--- src/rtl/ptst_pkg.sv ---
`default_nettype none
package ptst_pkg;

   localparam int KEY_BITS   = 64;
   localparam int TIN_BITS   = 40;
   localparam int QTY_BITS   = 32;
   localparam int PRICE_BITS = 32;
   localparam int SLOT_BITS  = 6;
   localparam int VOL_BITS   = 48;
   localparam int SUM_BITS   = 64;
   localparam int REQ_DATA_BITS = 176;
   localparam int RSP_DATA_BITS = 256;

   typedef enum logic [1:0] {
      STATUS_UPDATED  = 2'd0,
      STATUS_INSERTED = 2'd1,
      STATUS_FULL     = 2'd2,
      STATUS_READ     = 2'd3
   } status_type;

   typedef enum logic [2:0] {
      ENG_IDLE,
      ENG_MUL,
      ENG_SCAN,
      ENG_UPD,
      ENG_READ,
      ENG_RDATA
   } eng_state_type;

   // One queued item, already classified as a read or a trade.
   typedef struct packed {
      logic                  is_read;
      logic [KEY_BITS-1:0]   symbol_key;
      logic [TIN_BITS-1:0]   trade_time;
      logic [QTY_BITS-1:0]   quantity;
      logic [PRICE_BITS-1:0] price;
      logic [SLOT_BITS-1:0]  read_slot;
   } item_type;

   typedef struct packed {
      status_type            status;
      logic                  slot_valid;
      logic [KEY_BITS-1:0]   out_key;
      logic [TIN_BITS-1:0]   out_max_gap;
      logic [VOL_BITS-1:0]   out_volume;
      logic [SUM_BITS-1:0]   out_weighted_sum;
      logic [PRICE_BITS-1:0] out_max_price;
      logic [SLOT_BITS-1:0]  out_slot;
   } result_type;

endpackage
`default_nettype wire

--- src/rtl/ptst_front.sv ---
`default_nettype none
module ptst_front
   import ptst_pkg::*;
(
   input  wire logic                     clock,
   input  wire logic                     reset,
   input  wire logic                     req_tvalid,
   output logic                          req_tready,
   input  wire logic [REQ_DATA_BITS-1:0] req_tdata,
   input  wire logic                     req_tuser,
   output logic                          item_valid,
   output item_type                      item,
   input  wire logic                     item_pop
);

   // Two-entry queue between the stream port and the table engine.
   item_type   q_ff [2];
   logic       wr_ptr_ff, wr_ptr_in;
   logic       rd_ptr_ff, rd_ptr_in;
   logic [1:0] count_ff, count_in;
   item_type   new_item;
   logic       push;
   logic       pop;

   always_comb begin
      new_item.is_read    = req_tuser;
      new_item.symbol_key = req_tdata[63:0];
      new_item.trade_time = req_tdata[103:64];
      new_item.quantity   = req_tdata[135:104];
      new_item.price      = req_tdata[167:136];
      new_item.read_slot  = req_tdata[173:168];
   end

   assign req_tready = (count_ff != 2'd2);
   assign push       = req_tvalid && req_tready;
   assign item_valid = (count_ff != 2'd0);
   assign pop        = item_pop && item_valid;
   assign item       = q_ff[rd_ptr_ff];

   always_comb begin
      wr_ptr_in = push ? ~wr_ptr_ff : wr_ptr_ff;
      rd_ptr_in = pop ? ~rd_ptr_ff : rd_ptr_ff;
      count_in  = count_ff + {1'b0, push} - {1'b0, pop};
   end

   always_ff @(posedge clock) begin
      if (reset) begin
         wr_ptr_ff <= 1'b0;
         rd_ptr_ff <= 1'b0;
         count_ff  <= 2'd0;
      end else begin
         wr_ptr_ff <= wr_ptr_in;
         rd_ptr_ff <= rd_ptr_in;
         count_ff  <= count_in;
      end
      if (push) begin
         q_ff[wr_ptr_ff] <= new_item;
      end
   end

endmodule
`default_nettype wire

--- config.mk ---
export PLATFORM = sky130hd
export DESIGN_NAME = ptst_front
export DESIGN_NICKNAME = d
export VERILOG_FILES = /design/src/rtl/ptst_pkg.sv /design/src/rtl/ptst_front.sv
export SDC_FILE = /design/constraint.sdc
export NUM_CORES = 1
export LEC_CHECK = 0
export ABC_AREA = 1
export BUFFER_PORTS_ARGS = -buffer_cell sky130_fd_sc_hd__buf_2
export CORE_ASPECT_RATIO = 0.7
export CORE_MARGIN = 4
export CORE_UTILIZATION = 35
export DETAILED_ROUTE_END_ITERATION = 10
export PLACE_DENSITY_LB_ADDON = 0.25
export REMOVE_ABC_BUFFERS = 1
export SLEW_MARGIN = 20
export SYNTH_ARGS = -nofsm -noshare
export SYNTH_HDL_FRONTEND = slang
export SYNTH_SLANG_ARGS = --single-unit
--- constraint.sdc ---
create_clock -name clock -period 29.2 [get_ports clock]
set_input_delay 5.84 -clock clock [delete_from_list [all_inputs] [get_ports clock]]
set_output_delay 5.84 -clock clock [all_outputs]
set_load 0.005 [all_outputs]
==> metrics.txt <==
# TYPE chip_impl_metric gauge
chip_impl_info{name="status",value="finished, final reports clean"} 1
chip_impl_info{name="clock-root-buffer",value="sky130_fd_sc_hd__clkbuf_16"} 1
chip_impl_metric{name="yosys_register_bits",unit=""} 355
chip_impl_metric{name="post_route_ant_nets",unit=""} 0
chip_impl_metric{name="fp-row-count",unit=""} 58
chip_impl_metric{name="worstPathRequired",unit="ns"} 23.36
chip_impl_metric{name="cts_post_setup_buffers_inserted",unit=""} 0
chip_impl_metric{name="clock_sinks",unit=""} 355
chip_impl_metric{name="overflow",unit=""} 0
chip_impl_metric{name="grt_first_pass_wirelength",unit="mm"} 39.22
chip_impl_info{name="synth_top_cells_by_area",value="sky130_fd_sc_hd__edfxtp_1 81%, sky130_fd_sc_hd__mux2_2 15%, sky130_fd_sc_hd__buf_6 1.3%, sky130_fd_sc_hd__dfxtp_1 0.77%, sky130_fd_sc_hd__nor2_1 0.26%"} 1
chip_impl_metric{name="timing.final.hold_violations",unit=""} 0
chip_impl_info{name="rsz0062_at_grt",value="false"} 1
chip_impl_metric{name="cap_violations",unit=""} 0
chip_impl_metric{name="h-tree-depth",unit=""} 2
chip_impl_metric{name="tritoncts.num_buffers",unit=""} 36
chip_impl_metric{name="power.combinational.fraction",unit="%"} 20.2
chip_impl_info{name="start_kind",value="flop"} 1
chip_impl_metric{name="stdcell_count",unit=""} 1458
chip_impl_metric{name="post_synth_inst_count",unit=""} 581
chip_impl_metric{name="coreArea",unit="mm²"} 0.03614
chip_impl_metric{name="port_buffer_cells",unit=""} 355
chip_impl_info{name="yosys-top-cells-count",value="350 x sky130_fd_sc_hd__edfxtp_1, 175 x sky130_fd_sc_hd__mux2_2, 15 x sky130_fd_sc_hd__buf_6"} 1
chip_impl_metric{name="clock.fmax",unit="MHz"} 116.9
chip_impl_metric{name="cts.path.max_buffers",unit=""} 3
chip_impl_metric{name="ys.warnings.count",unit=""} 0
chip_impl_metric{name="path_clk_slew",unit="ns"} 0.06
chip_impl_metric{name="wire_per_inst",unit="µm"} 17.96
chip_impl_metric{name="post-route-drc-count",unit=""} 0
chip_impl_metric{name="mappedNetlistArea",unit="mm²"} 0.01292
chip_impl_metric{name="die_height",unit="µm"} 168.7
chip_impl_metric{name="clockPowerShare",unit="%"} 30.6
chip_impl_metric{name="final-max-slew-violation-count",unit=""} 0
chip_impl_metric{name="intPower",unit="µW"} 1017
chip_impl_metric{name="seq_power_share",unit="%"} 49.2
chip_impl_metric{name="first_global_vias",unit=""} 6778
chip_impl_metric{name="area_growth",unit="%"} 25.44
chip_impl_metric{name="nNetsFinal",unit=""} 1143
chip_impl_metric{name="antennaDiodeCount",unit=""} 0
chip_impl_metric{name="power.switching_fraction",unit="%"} 24.88
chip_impl_metric{name="count_of_filler_cells_inserted_in_the_layout",unit=""} 3187
chip_impl_info{name="yosysTopAreaCell",value="sky130_fd_sc_hd__edfxtp_1"} 1
chip_impl_metric{name="finalPower",unit="µW"} 1354
chip_impl_metric{name="die_area",unit="mm²"} 0.04010
chip_impl_metric{name="worstPathMaxFanout",unit=""} 71
chip_impl_metric{name="drt_iter0_markers",unit=""} 328
chip_impl_info{name="hp-class",value="flop to flop"} 1
chip_impl_metric{name="finalWirelength",unit="mm"} 26.19
chip_impl_metric{name="vdd.ir_drop.worst",unit="V"} 0.00004672
chip_impl_metric{name="final.period_utilization",unit="%"} 29.30
chip_impl_info{name="ys.flop_type",value="sky130_fd_sc_hd__edfxtp_1"} 1
chip_impl_metric{name="floorplan.initialDensity",unit="%"} 35.75
chip_impl_metric{name="power_density",unit="mW/mm²"} 83.55
chip_impl_metric{name="vias_per_cell",unit=""} 4.506
chip_impl_metric{name="worst_relative_slew_slack",unit="%"} 3.268
chip_impl_metric{name="fin_hold_ws",unit="ns"} 0.5131
chip_impl_metric{name="initial_antenna_violation_count",unit=""} 4
chip_impl_info{name="cts_tree",value="done"} 1
chip_impl_metric{name="fin_area",unit="mm²"} 0.01621
chip_impl_info{name="synth_most_common_cell",value="sky130_fd_sc_hd__edfxtp_1"} 1
chip_impl_metric{name="cts_resized",unit=""} 0
chip_impl_metric{name="netlist-cell-type-count",unit=""} 12
chip_impl_metric{name="floorplan.io_pins",unit=""} 358
chip_impl_metric{name="fin_crit",unit="ns"} 8.555
chip_impl_metric{name="post_route_cells_drive_above_1_share",unit="%"} 59.71
chip_impl_metric{name="power.net_switching",unit="µW"} 336.9
chip_impl_metric{name="cp_data_arrival_time",unit="ns"} 2.72
chip_impl_metric{name="globalRouteTotalUtil",unit="%"} 12.52
chip_impl_metric{name="post-synth-top-area-fraction",unit="%"} 81.36
chip_impl_metric{name="cts_hold_repair.buffers",unit=""} 0
chip_impl_metric{name="pin_count_of_the_biggest_net_entering_global_routing",unit=""} 176
chip_impl_metric{name="fin_worst_skew",unit="ns"} 0.008683
chip_impl_metric{name="routabilityCongestion",unit=""} 0.7277
chip_impl_metric{name="die_x",unit="µm"} 237.6
chip_impl_metric{name="fin_tns_setup",unit="ns"} 0
chip_impl_metric{name="detailedPlacementHpwl",unit="mm"} 16.84
chip_impl_metric{name="p_leak",unit="µW"} 0.005991
chip_impl_metric{name="finalSetupViolCount",unit=""} 0
chip_impl_metric{name="asr_flop_ratio_synth",unit="%"} 0
chip_impl_metric{name="worst-slew-pin-transition",unit="ns"} 1.451
chip_impl_metric{name="clk_latency",unit="ns"} 0.50
chip_impl_metric{name="synth.yosys.seq_area_share",unit="%"} 82.13
chip_impl_metric{name="drt_pass1_iterations",unit=""} 4
chip_impl_metric{name="dp.cells",unit=""} 1402
chip_impl_metric{name="route.vias.total",unit=""} 6570
chip_impl_metric{name="synthesis.area_per_instance",unit="µm²"} 22.24
chip_impl_metric{name="synth-edff-count",unit=""} 350
chip_impl_info{name="endpoint_kind",value="output port"} 1
chip_impl_info{name="critPathKind",value="flop to output port"} 1
chip_impl_metric{name="placed_area",unit="mm²"} 0.01517
-- final timing paths --
| path | startpoint | end | slack, ns | depth (start not counted) |
|---|---|---|---|---|
| worst max register to register | count_ff[0]$_SDFF_PP0_ | q_ff[1][78]$_DFFE_PP_ | 26.83 | 5 |
| worst min-delay path | rd_ptr_ff$_SDFFE_PP0P_ | rd_ptr_ff$_SDFFE_PP0P_ | 0.51 | 2 |
| worst max-delay path | flop | item[146] | 20.64 | 3 |
| worst min register to register | rd_ptr_ff$_SDFFE_PP0P_ | rd_ptr_ff$_SDFFE_PP0P_ | 0.51 | 2 |
-- registers in the layout, summed over array words and instances (netlist names), named ones only --
signal / cells
rd_ptr_ff: 1
q_ff: 350
count_ff: 2
wr_ptr_ff: 1
-- through the flow --
step | worst slack [ns] | utilization [%]
after floorplan | 15.32 | -
after global placement | 21.07 | 41.97
after detailed placement | 21.09 | 41.97
after CTS | 20.53 | 44.84
after global routing | 20.46 | 44.84
final | 20.64 | 44.84
-- routing by layer --
metal	global-route usage (%)	share of wire, %	vias up
met5	0	0.16	-
met4	3.044	1.8	6
met3	5.619	10	53
met2	19.92	46	231
met1	15.85	42	3230
li1	-	-	3050
-- power by group through the flow --
stage                     sequential, µW  combinational [µW]  clock, µW
after CTS                            667                 283        430
after global routing                 672                 301        457
after global placement               675                 282          0
final                                667                 273        414
after floorplan                      702                 152          0
after detailed placement             678                 281          0
-- cells in the final DEF (no fill, tap or decap), drive strengths merged, types with 3 or more instances in the layout --
| master | n |
|---|---|
| clkbuf | 40 |
| edfxtp | 350 |
| dfxtp | 5 |
| mux2 | 175 |
| buf | 360 |
| nand3 | 3 |
| clkinv | 15 |
| nand2 | 8 |
| inv | 8 |
| nor2 | 9 |
-- worst max-delay path: stages (launching register included) --
cell                      delay, ns
sky130_fd_sc_hd__dfxtp_4       0.71
sky130_fd_sc_hd__buf_4         0.82
sky130_fd_sc_hd__mux2_2        0.42
sky130_fd_sc_hd__buf_2         0.14
-- final cells by class --
type / instances / area [µm²] / area share (%)
sequential: 355 / 10610 / 65.50
multi-input combinational: 199 / 2092 / 12.91
timing repair buffer: 360 / 1827 / 11.27
clock buffer: 40 / 937.1 / 5.783
tap: 480 / 600.6 / 3.706
clock inverter: 16 / 100.1 / 0.6177
inverter: 8 / 35.03 / 0.2162
-- logic make-up after synthesis --
group,after synthesis,share of synthesized area (%)
buf+inv,27,1.734
simple gates,20,0.6101
fa+ha+maj,2,0.1937
compound gates,2,0.07748
mux,175,15.25
flops,355,82.13
No activity file was read; power rests on OpenSTA's default activity.
